## src/sv/lats_pkg.sv

```systemverilog
// Shared types and constants for the toroidal life automaton block.
package lats_pkg;

   localparam int MAX_ROWS_DEFAULT = 64;
   localparam int MAX_COLS_DEFAULT = 64;

   localparam int FUNC_W      = 2;
   localparam int ROW_IDX_W   = 6;
   localparam int CELLS_W     = 64;
   localparam int CSR_INDEX_W = 2;
   localparam int CSR_DATA_W  = 7;

   localparam logic [CSR_INDEX_W-1:0] CSR_GRID_HEIGHT = 2'd0;
   localparam logic [CSR_INDEX_W-1:0] CSR_GRID_WIDTH  = 2'd1;

   localparam logic [CSR_DATA_W-1:0] GRID_HEIGHT_RESET = 7'd64;
   localparam logic [CSR_DATA_W-1:0] GRID_WIDTH_RESET  = 7'd64;

   // Rule B3/S23: neighbor counts for birth and survival.
   localparam logic [3:0] BIRTH_COUNT   = 4'd3;
   localparam logic [3:0] SURVIVE_COUNT = 4'd2;

   typedef enum logic [FUNC_W-1:0] {
      FUNC_WRITE   = 2'd0,
      FUNC_READ    = 2'd1,
      FUNC_ADVANCE = 2'd2,
      FUNC_NOP     = 2'd3
   } func_type;

   typedef enum logic [2:0] {
      ST_CLEAR,
      ST_IDLE,
      ST_WRITE,
      ST_READ,
      ST_ADVANCE,
      ST_RESP
   } state_type;

   // Three vertically adjacent cell bits of one column.
   typedef struct packed {
      logic up;
      logic mid;
      logic dn;
   } col_type;

endpackage

```

## src/sv/lats_cell.sv

```systemverilog
// One column cell: holds a three-row window and computes the next state of its middle bit.
module lats_cell (
   input  logic              clock,
   input  logic              shift_en,
   input  logic              bit_in,
   input  lats_pkg::col_type left_col,
   input  lats_pkg::col_type right_col,
   output lats_pkg::col_type col,
   output logic              next_alive
);

   lats_pkg::col_type col_ff;
   lats_pkg::col_type col_in;
   logic [3:0]        count;

   always_comb begin
      col_in = col_ff;
      if (shift_en) begin
         col_in = '{up: col_ff.mid, mid: col_ff.dn, dn: bit_in};
      end
   end

   always_ff @(posedge clock) begin
      col_ff <= col_in;
   end

   assign count = 4'(left_col.up) + 4'(left_col.mid) + 4'(left_col.dn)
                + 4'(col_ff.up) + 4'(col_ff.dn)
                + 4'(right_col.up) + 4'(right_col.mid) + 4'(right_col.dn);

   assign next_alive = (count == lats_pkg::BIRTH_COUNT)
                     || (col_ff.mid && (count == lats_pkg::SURVIVE_COUNT));
   assign col        = col_ff;

endmodule

```

## src/sv/lats_chain.sv

```systemverilog
// Row of column cells with horizontal wrap at the configured grid width.
module lats_chain #(
   parameter int MAX_COLS = lats_pkg::MAX_COLS_DEFAULT
) (
   input  logic                               clock,
   input  logic                               shift_en,
   input  logic [MAX_COLS-1:0]                row_in,
   input  logic [$clog2(MAX_COLS + 1)-1:0]    eff_w,
   output logic [MAX_COLS-1:0]                next_row
);

   localparam int COL_W = (MAX_COLS > 1) ? $clog2(MAX_COLS) : 1;

   lats_pkg::col_type col_q [MAX_COLS];
   lats_pkg::col_type wrap_col;
   logic [COL_W-1:0]  last_col;

   // The last column in use is the left neighbor of column zero.
   assign last_col = COL_W'(eff_w - 1'b1);
   assign wrap_col = col_q[last_col];

   for (genvar j = 0; j < MAX_COLS; j++) begin : g_col
      lats_pkg::col_type left_col;
      lats_pkg::col_type right_col;

      if (j == 0) begin : g_left_wrap
         assign left_col = wrap_col;
      end else begin : g_left
         assign left_col = col_q[j-1];
      end

      if (j == MAX_COLS - 1) begin : g_right_wrap
         assign right_col = col_q[0];
      end else begin : g_right
         assign right_col = (last_col == COL_W'(j)) ? col_q[0] : col_q[j+1];
      end

      lats_cell u_cell (
         .clock      (clock),
         .shift_en   (shift_en),
         .bit_in     (row_in[j]),
         .left_col   (left_col),
         .right_col  (right_col),
         .col        (col_q[j]),
         .next_alive (next_row[j])
      );
   end

endmodule

```

## config.mk

```make
export PLATFORM = sky130hd
export DESIGN_NAME = lats_chain
export DESIGN_NICKNAME = d
export VERILOG_FILES = /design/src/sv/lats_pkg.sv /design/src/sv/lats_cell.sv /design/src/sv/lats_chain.sv
export SDC_FILE = /design/constraint.sdc
export NUM_CORES = 1
export LEC_CHECK = 0
export BUFFER_PORTS_ARGS = -buffer_cell sky130_fd_sc_hd__buf_2
export CAP_MARGIN = 20
export CELL_PAD_IN_SITES_DETAIL_PLACEMENT = 0
export CELL_PAD_IN_SITES_GLOBAL_PLACEMENT = 1
export CORE_UTILIZATION = 40
export CTS_BUF_LIST = sky130_fd_sc_hd__clkbuf_16
export DETAILED_ROUTE_END_ITERATION = 10
export PLACE_DENSITY_LB_ADDON = 0.1
export SYNTH_ARGS = -nofsm -noshare
export SYNTH_HDL_FRONTEND = slang
export SYNTH_SLANG_ARGS = --single-unit
```

## constraint.sdc

```tcl
create_clock -name clock -period 10.65 [get_ports clock]
set_input_delay 2.13 -clock clock [delete_from_list [all_inputs] [get_ports clock]]
set_output_delay 2.13 -clock clock [all_outputs]
set_load 0.01 [all_outputs]
```

==> results of run 1 <==
[cell usage after synthesis (33+ instances only)]
master and n:
buf_2 42, nor2b_1 75, and3_1 49, mux4_2 48
nor3_1 77, nor2_1 33, clkbuf_1 46, nand2b_1 49
ha_1 196, mux2i_1 235, inv_1 423, buf_4 72
fa_1 256, edfxtp_1 192
[power by group through the flow]
stage                     clock network (mW)  logic [mW]  registers, mW
after global placement                     0        1.62          0.986
after global routing                   0.806        1.94          0.977
after detailed placement                   0        1.69          0.985
final                                  0.759        1.66          0.967
after floorplan                            0        1.36          0.948
after CTS                              0.790        1.70          0.969
[cells in the final DEF, fill, tap and decap left out, types with 3 or more instances in the layout]
cell / netlist / layout
and2_1: 7 / 7
diode_2: 0 / 3
nand2_1: 24 / 24
nand2b_1: 49 / 49
nor3_1: 77 / 76
a21oi_1: 21 / 21
inv_8: 0 / 3
buf_4: 72 / 23
edfxtp_1: 192 / 192
ha_1: 196 / 195
a32oi_1: 5 / 5
a221oi_1: 24 / 24
nor2_1: 33 / 32
nand3_1: 27 / 27
a2111oi_0: 5 / 5
mux2i_1: 235 / 235
nor2b_1: 75 / 75
inv_6: 0 / 4
mux4_2: 48 / 48
clkinv_4: 0 / 3
bufinv_16: 0 / 4
o211ai_1: 8 / 8
and3_1: 49 / 49
clkbuf_16: 0 / 17
inv_1: 423 / 423
buf_2: 42 / 133
fa_1: 256 / 256
[layout make-up]
class                      instances  share of cell area
antenna                            3            0.000322
clock buffer                      17              0.0183
clock inverter                    15             0.00956
inverter                         423              0.0682
multi-input combinational       1157               0.581
sequential                       192               0.248
tap                              696              0.0374
timing repair buffer             158              0.0374
[per-layer routing]
| metal | wire, um | up-vias | part of all wire |
|---|---|---|---|
| li1 | - | 6377 | - |
| met1 | 26100 | 7060 | 0.47 |
| met2 | 25900 | 260 | 0.47 |
| met3 | 2280 | 45 | 0.041 |
| met4 | 995 | 2 | 0.018 |
| met5 | 9 | - | 0.00016 |
[cell families (layout without fill, tap and decap cells)]
logic type / after synthesis / after routing
flops: 192 / 192
other cells: 0 / 3
buf+inv: 590 / 613
mux: 283 / 283
simple gates: 349 / 349
compound gates: 68 / 68
fa+ha+maj: 452 / 452
xor+xnor: 5 / 5
[how the worst max path moves through the flow]
stage | endpoint | start | slack (ns) | depth (start not counted)
final | next_row[0] | eff_w[0] | 1.03 | 19
after global routing | next_row[21] | eff_w[0] | 0.69 | 15
after CTS | next_row[21] | eff_w[0] | 0.93 | 15
after detailed placement | next_row[21] | eff_w[0] | 0.95 | 15
after global placement | next_row[0] | eff_w[0] | 0.98 | 19
after floorplan | next_row[0] | eff_w[0] | 1.37 | 20
==> results.json, run 1 <==
{
  "outcome": "complete, no violations",
  "total_power_mw": 3.39,
  "clkPwrFrac": 0.224,
  "synth_xor_area_frac": 0.00235,
  "drtPass1Iterations": 5,
  "fp-row-count": 85,
  "synth_largest_area_cell": "edfxtp_1",
  "finalSetupViolCount": 0,
  "avgSynthCellArea_um2": 11.3,
  "slowest_delay_ns": 0.63,
  "p_int_mw": 2.05,
  "htreeDepth": 4,
  "ctsHoldBuffers": 0,
  "power.leakage_nw": 10.5,
  "met1_usage": 0.292,
  "path_buf_inv": 7,
  "powerDensity_nw_per_um2": 145,
  "vdd.ir_drop.worst_uv": 154,
  "synth_cell_types": 37,
  "end_kind": "output port",
  "rr_startpoint": "g_col[0].u_cell.col[0]",
  "required_ns": 8.52,
  "seq_area_um2": 5770,
  "fin_hold_ws_ns": 0.468,
  "grt-busiest-layer": "met2",
  "clkLatencyLatePin_ns": 0.52,
  "yosysSeqAreaShare": 0.264,
  "netlist_instances": 1939,
  "synth.mux.area_fraction": 0.157,
  "place_area_um2": 22600,
  "reg2reg_to": "g_col[0].u_cell.col[1]",
  "ys_top_cells_by_area": "edfxtp_1, fa_1, ha_1",
  "critPathSlowestCell": "ha_2",
  "synthAdderAreaFrac": 0.347,
  "grt_start_max_net_pins": 71,
  "slew_viol_final": 0,
  "post_cts_buffers": 0,
  "crit_path_cell_trace": "buf_4 > inv_1 > ha_2 > buf_4 > mux4_2 > mux2i_1 > mux2i_1 > a32oi_1 > nand2_1 > ha_1 > inv_1 > fa_1 > fa_1 > inv_1 > fa_1 > inv_1 > fa_1 > nor3_1 > buf_2",
  "fin_util": 0.432,
  "antenna_found_initial": 10,
  "synth_top_family_by_area": "adder cells",
  "grt_use_met3": 0.0358,
  "drc": 0,
  "p_sw_mw": 1.34,
  "worstHoldPathType": "reg -> reg",
  "stdcell_count": 2661,
  "grt_setup_unrepaired": "no",
  "drt-total-wl_um": 55300,
  "syn_area_um2": 21800,
  "tritoncts": "yes",
  "cts_buffer_depth": 2,
  "gp_congestion": 0.816,
  "syn-num-nets": 2464,
  "power_frac_seq": 0.285,
  "ant_nets": 0,
  "nets": 2474,
  "vias": 13700,
  "final.fill_count": 5125,
  "drtIter0Drc": 767,
  "largest_reg_flops": 192,
  "fin_crit_sh": 0.903,
  "yosys_register_bits": 192,
  "viasPerCell": 5.16,
  "worst_slew_pin_slew_ns": 1.03,
  "crit_family": "adder cells",
  "finalHoldViolCount": 0,
  "grt_use_met2": 0.340,
  "die_w_um": 236,
  "hpwlAfterDp_um": 41200,
  "postSynth.asyncResetShare": 0,
  "grt_use_total": 0.210,
  "synthDominantCellAreaShare": 0.264,
  "fin_ws_ns": 1.03,
  "regToRegSetupSlack_ns": 9.05,
  "synth-main-ff-cell": "edfxtp_1",
  "io_buffers": 135,
  "pwr-share-comb": 0.491,
  "ctsResizeCount": 0,
  "min_path_cells": 0,
  "clk_pin_slew_ns": 0.08,
  "whs_endpoint": "g_col[24].u_cell.col[1]",
  "multiInputGateArea_um2": 13500,
  "die_h_um": 236,
  "cts_made_buffers": 17,
  "initial_core_util": 0.405,
  "cp_data_arrival_time_ns": 7.49,
  "drive_gt1_frac": 0.126,
  "grt_pass1_wl_um": 87800,
  "dp_cells": 2626,
  "core_um2": 53900,
  "rr_worst_depth": 2,
  "syn_to_final_growth_pct": 6.66,
  "dieArea_um2": 55500,
  "gr-total-overflow": 0,
  "fin_setup_tns_ns": 0,
  "io-pin-count": 137,
  "synth_compound_area_frac": 0.0239,
  "synth-edff-count": 192,
  "switching_share": 0.395,
  "grt_pass1_vias": 15000,
  "crit_type": "in -> out",
  "fin_area_um2": 23300,
  "maxCapViolCount": 0,
  "post_drt_wl_per_cell_um": 20.8,
  "clock_sinks": 192,
  "fin_worst_skew_ns": 0.0145,
  "clock.fmax_mhz": 104,
  "cp_max_fo": 16,
  "yosys_warnings": 0,
  "dpl_worst_slack_ns": 0.946,
  "start_kind": "input port",
  "min_period_ns": 9.62,
  "holdCritStartpoint": "g_col[24].u_cell.col[0]",
  "yosys.area_share.simple": 0.0883,
  "slew_headroom": 0.315,
  "cts_root_buf": "clkbuf_16"
}
Note: power is estimated with default switching activity, not from simulation.
==> run 2, diff against run 1 <==
- CORE_ASPECT_RATIO: unset -> 0.7
==> results.json, run 2 (same netlist as run 1, synthesis figures left out) <==
{
  "outcome": "complete, no violations",
  "io_buffers": 135,
  "syn_to_final_growth_pct": 6.86,
  "nets": 2477,
  "grt_pass1_wl_um": 86400,
  "gp_congestion": 0.799,
  "worst_slew_pin_slew_ns": 1.03,
  "min_period_ns": 9.56,
  "clkLatencyLatePin_ns": 0.49,
  "fin_setup_tns_ns": 0,
  "viasPerCell": 5.05,
  "die_w_um": 281,
  "slew_viol_final": 0,
  "drtIter0Drc": 576,
  "grt-busiest-layer": "met2",
  "switching_share": 0.397,
  "start_kind": "input port",
  "clk_pin_slew_ns": 0.08,
  "grt_use_total": 0.207,
  "ctsResizeCount": 0,
  "cts_buffer_depth": 2,
  "cp.depth": 19,
  "crit_path_cell_trace": "buf_4 > inv_1 > ha_2 > buf_12 > mux4_2 > nand2_1 > o211ai_1 > a32oi_1 > nand2_1 > ha_1 > inv_1 > fa_1 > fa_1 > inv_1 > fa_1 > inv_1 > fa_1 > nor3_1 > buf_2",
  "cts_made_buffers": 17,
  "power_frac_seq": 0.289,
  "required_ns": 8.52,
  "worstHoldPathType": "reg -> reg",
  "drc": 0,
  "powerDensity_nw_per_um2": 144,
  "crit_family": "adder cells",
  "clkPwrFrac": 0.216,
  "htreeDepth": 4,
  "drt-total-wl_um": 54800,
  "fin_area_um2": 23300,
  "fin_ws_ns": 1.09,
  "fp-row-count": 71,
  "io-pin-count": 137,
  "cts_root_buf": "clkbuf_16",
  "tritoncts": "yes",
  "finalSetupViolCount": 0,
  "hpwlAfterDp_um": 41700,
  "end_kind": "output port",
  "slew_headroom": 0.308,
  "p_sw_mw": 1.33,
  "fin_hold_ws_ns": 0.458,
  "cp_data_arrival_time_ns": 7.43,
  "grt_use_met2": 0.319,
  "gr-total-overflow": 0,
  "vias": 13600,
  "grt_start_max_net_pins": 67,
  "grt_pass1_vias": 14600,
  "initial_core_util": 0.406,
  "fin_worst_skew_ns": 0.0104,
  "cp_max_fo": 18,
  "ctsHoldBuffers": 0,
  "finalHoldViolCount": 0,
  "dieArea_um2": 55600,
  "dpl_worst_slack_ns": 1.10,
  "min_path_cells": 0,
  "p_int_mw": 2.03,
  "critPathSlowestCell": "ha_2",
  "mostFrequentLayoutCells": "inv_1, fa_1, mux2i_1",
  "clock.fmax_mhz": 105,
  "grt_setup_unrepaired": "no",
  "vdd.ir_drop.worst_uv": 117,
  "antenna_found_initial": 5,
  "place_area_um2": 22700,
  "crit_type": "in -> out",
  "drtPass1Iterations": 4,
  "dp_cells": 2663,
  "ant_nets": 0,
  "pwr-share-comb": 0.495,
  "layout_commonest_cell": "inv_1",
  "post_cts_buffers": 0,
  "drive_gt1_frac": 0.127,
  "die_h_um": 197,
  "post_drt_wl_per_cell_um": 20.3,
  "grt_use_met3": 0.0376,
  "rr_worst_depth": 2,
  "path_buf_inv": 7,
  "met1_usage": 0.303,
  "maxCapViolCount": 0,
  "fin_crit_sh": 0.897,
  "power.leakage_nw": 10.5,
  "slowest_delay_ns": 0.62,
  "clock_sinks": 192,
  "core_um2": 53800,
  "largest_reg_flops": 192,
  "stdcell_count": 2697
}
run 2: layer usage:
layer  part of all wire  vias up  wire (um)
li1                   -     6381          -
met1               0.50     6948      27200
met2               0.45      246      24400
met3              0.043       46       2370
met4              0.015        2        818
met5            0.00024        -         13
run 2: cell type report:
type | instances | area [um^2]
multi-input cells | 1157 | 13500
repair buffers | 161 | 907
diodes | 2 | 5.00
fillers | 5115 | 30500
inverters | 423 | 1590
clock inverters | 15 | 194
well taps | 730 | 913
flip-flops and latches | 192 | 5770
clock buffers | 17 | 425
run 2: power groups by stage:
stage | sequential (mW) | clock, mW | combinational, mW
final | 0.970 | 0.727 | 1.66
after global routing | 0.978 | 0.770 | 1.94
after CTS | 0.970 | 0.749 | 1.69
after detailed placement | 0.987 | 0 | 1.68
after global placement | 0.988 | 0 | 1.62
after floorplan | 0.948 | 0 | 1.36
run 2: worst reg2reg max path: stages (launching register included):
cell and delay (ns):
edfxtp_1 0.35, buf_4 0.48, buf_4 0.56
run 2: final timing paths:
check | startpoint | to | slack (ns)
max | eff_w[0] | next_row[0] | 1.09
min | g_col[32].u_cell.col[0] | g_col[32].u_cell.col[1] | 0.46
max reg2reg | g_col[0].u_cell.col[1] | g_col[0].u_cell.col[2] | 8.99
min reg2reg | g_col[32].u_cell.col[0] | g_col[32].u_cell.col[1] | 0.46
run 2: metrics by stage:
step                power [mW]  utilization
finish                    3.36        0.434
global route              3.69        0.433
global placement          2.61        0.422
detailed placement        2.67        0.422
floorplan                 2.30            -
CTS                       3.41        0.433
==> run 3, diff against run 2 <==
- ABC_AREA: unset -> 1
- PLACE_DENSITY_LB_ADDON: 0.1 -> 0.12
==> results.json, run 3 <==
{
  "slew_headroom": 0.190,
  "drtPass1Iterations": 5,
  "post_drt_wl_per_cell_um": 17.8,
  "powerDensity_nw_per_um2": 144,
  "clkPwrFrac": 0.210,
  "syn-num-nets": 3091,
  "grt_pass1_vias": 17200,
  "end_kind": "output port",
  "finalSetupViolCount": 0,
  "grt_setup_unrepaired": "no",
  "fin_ws_ns": 0.677,
  "drc": 0,
  "postSynth.asyncResetShare": 0,
  "nets": 3151,
  "die_h_um": 198,
  "vias": 16700,
  "outcome": "complete, no violations",
  "grt_use_total": 0.228,
  "drt-total-wl_um": 60100,
  "required_ns": 8.52,
  "fp-row-count": 71,
  "cp_max_fo": 10,
  "rr_startpoint": "g_col[0].u_cell.col[1]",
  "die_w_um": 282,
  "maxCapViolCount": 0,
  "synth-main-ff-cell": "edfxtp_1",
  "yosys_warnings": 0,
  "power.leakage_nw": 12.0,
  "antenna_found_initial": 1,
  "ys_top_cells_by_area": "edfxtp_1, fa_1, nand2_1",
  "clkLatencyLatePin_ns": 0.50,
  "ctsResizeCount": 0,
  "fin_worst_skew_ns": 0.00702,
  "drive_gt1_frac": 0.0925,
  "cpMostUsedCell": "fa_1",
  "slowest_delay_ns": 0.94,
  "grt_pass1_wl_um": 95600,
  "drtIter0Drc": 1000,
  "worstHoldPathType": "reg -> reg",
  "mostFrequentLayoutCells": "nand2_1, inv_1, fa_1",
  "io_buffers": 135,
  "p_int_mw": 2.01,
  "min_period_ns": 9.97,
  "htreeDepth": 4,
  "initial_core_util": 0.407,
  "ctsHoldBuffers": 0,
  "cts_buffer_depth": 2,
  "worst_slew_pin_slew_ns": 1.21,
  "io-pin-count": 137,
  "switching_share": 0.410,
  "gr-total-overflow": 0,
  "netlist_top_cells_count": "nand2_1, inv_1, fa_1",
  "grt_start_max_net_pins": 74,
  "ant_nets": 0,
  "netlist_instances": 2566,
  "clock_sinks": 192,
  "clk_pin_slew_ns": 0.08,
  "gp_congestion": 0.859,
  "min_path_cells": 0,
  "rr_worst_depth": 2,
  "dpl_worst_slack_ns": 0.815,
  "syn_area_um2": 21900,
  "p_sw_mw": 1.40,
  "cts_made_buffers": 17,
  "whs_endpoint": "g_col[3].u_cell.col[1]",
  "crit_path_cell_trace": "buf_2 > inv_1 > ha_2 > xnor2_2 > nand2_1 > nor2_1 > nand2_1 > o21ai_0 > fa_1 > fa_1 > fa_1 > fa_1 > xnor2_1 > a2111oi_0 > buf_2",
  "crit_type": "in -> out",
  "largest_reg_flops": 192,
  "cp_data_arrival_time_ns": 7.84,
  "critPathSlowestCell": "nor2_1",
  "clock.fmax_mhz": 100,
  "yosys_register_bits": 192,
  "pwr-share-comb": 0.514,
  "tritoncts": "yes",
  "core_um2": 53900,
  "synth_largest_area_cell": "edfxtp_1",
  "start_kind": "input port",
  "synthDominantCellAreaShare": 0.263,
  "slew_viol_final": 0,
  "cts_root_buf": "clkbuf_16",
  "dieArea_um2": 55800,
  "syn_to_final_growth_pct": 7.75,
  "regToRegSetupSlack_ns": 9.02,
  "viasPerCell": 4.94,
  "avgSynthCellArea_um2": 8.55,
  "fin_setup_tns_ns": 0,
  "fin_crit_sh": 0.936,
  "yosysSeqAreaShare": 0.263,
  "holdCritStartpoint": "g_col[3].u_cell.col[0]",
  "synth-edff-count": 192,
  "finalHoldViolCount": 0,
  "reg2reg_to": "g_col[0].u_cell.col[2]",
  "hpwlAfterDp_um": 45900,
  "layout_commonest_cell": "nand2_1",
  "post_cts_buffers": 0,
  "vdd.ir_drop.worst_uv": 133,
  "synth_most_common_cell": "nand2_1",
  "power_frac_seq": 0.276,
  "synth_cell_types": 34
}
run 3: worst max path at each step:
stage,start,endpoint,slack [ns]
2_1_floorplan,eff_w[0],next_row[0],1.72
3_3_place_gp,eff_w[1],next_row[25],1.06
3_5_place_dp,eff_w[1],next_row[25],0.82
4_1_cts,eff_w[1],next_row[25],0.81
5_1_grt,eff_w[1],next_row[25],0.54
6_report,eff_w[1],next_row[25],0.68
run 3: logic make-up (layout without fill, tap and decap cells):
group | count (synthesis) | after routing | synth area share
buffers and inverters | 648 | 720 | 0.124
other | 0 | 1 | 0
flip-flops | 192 | 192 | 0.263
AND/OR/NAND/NOR | 883 | 883 | 0.166
adder cells (fa/ha/maj) | 452 | 452 | 0.346
XOR/XNOR | 23 | 23 | 0.0104
AO/OA/AOI/OAI | 368 | 368 | 0.0914
run 3: cell type report:
| cell class | count | area (um^2) |
|---|---|---|
| fillers | 5416 | 30300 |
| clock inverters | 14 | 176 |
| well taps | 730 | 913 |
| repair buffers | 167 | 936 |
| diodes | 1 | 2.50 |
| clock buffers | 17 | 425 |
| flip-flops and latches | 192 | 5770 |
| inverters | 522 | 1960 |
| multi-input cells | 1726 | 13500 |
run 3: stage by stage:
step | hold slack, ns | instances | total power, mW | cell area (um^2) | utilization
after floorplan | 0.424 | 2566 | 2.33 | 21900 | -
after global placement | 0.437 | 3336 | 2.65 | 23000 | 0.427
after detailed placement | 0.440 | 3337 | 2.73 | 23000 | 0.427
after CTS | 0.459 | 3368 | 3.47 | 23600 | 0.438
after global routing | 0.486 | 3368 | 3.76 | 23600 | 0.438
final | 0.456 | 3369 | 3.41 | 23600 | 0.438
run 3: power groups by stage:
stage	Combinational (mW)	Clock [mW]	Sequential, mW
CTS	1.79	0.742	0.943
global placement	1.69	0	0.959
finish	1.76	0.716	0.943
detailed placement	1.77	0	0.960
floorplan	1.40	0	0.939
global route	2.05	0.759	0.950
run 3: critical path, delay by kind of cell:
family | cells | cell delay, ns
AO/OA/AOI/OAI | 2 | 1.04
XOR/XNOR | 2 | 0.66
buffers and inverters | 3 | 0.57
adder cells (fa/ha/maj) | 5 | 2.02
AND/OR/NAND/NOR | 3 | 1.42
run 3: metal layers:
| layer | vias to the layer above | routed length [um] | track usage |
|---|---|---|---|
| li1 | 8147 | - | - |
| met1 | 8088 | 29700 | 0.333 |
| met2 | 374 | 26100 | 0.345 |
| met3 | 46 | 3390 | 0.0428 |
| met4 | 0 | 878 | 0.0537 |
| met5 | - | 0 | 0 |
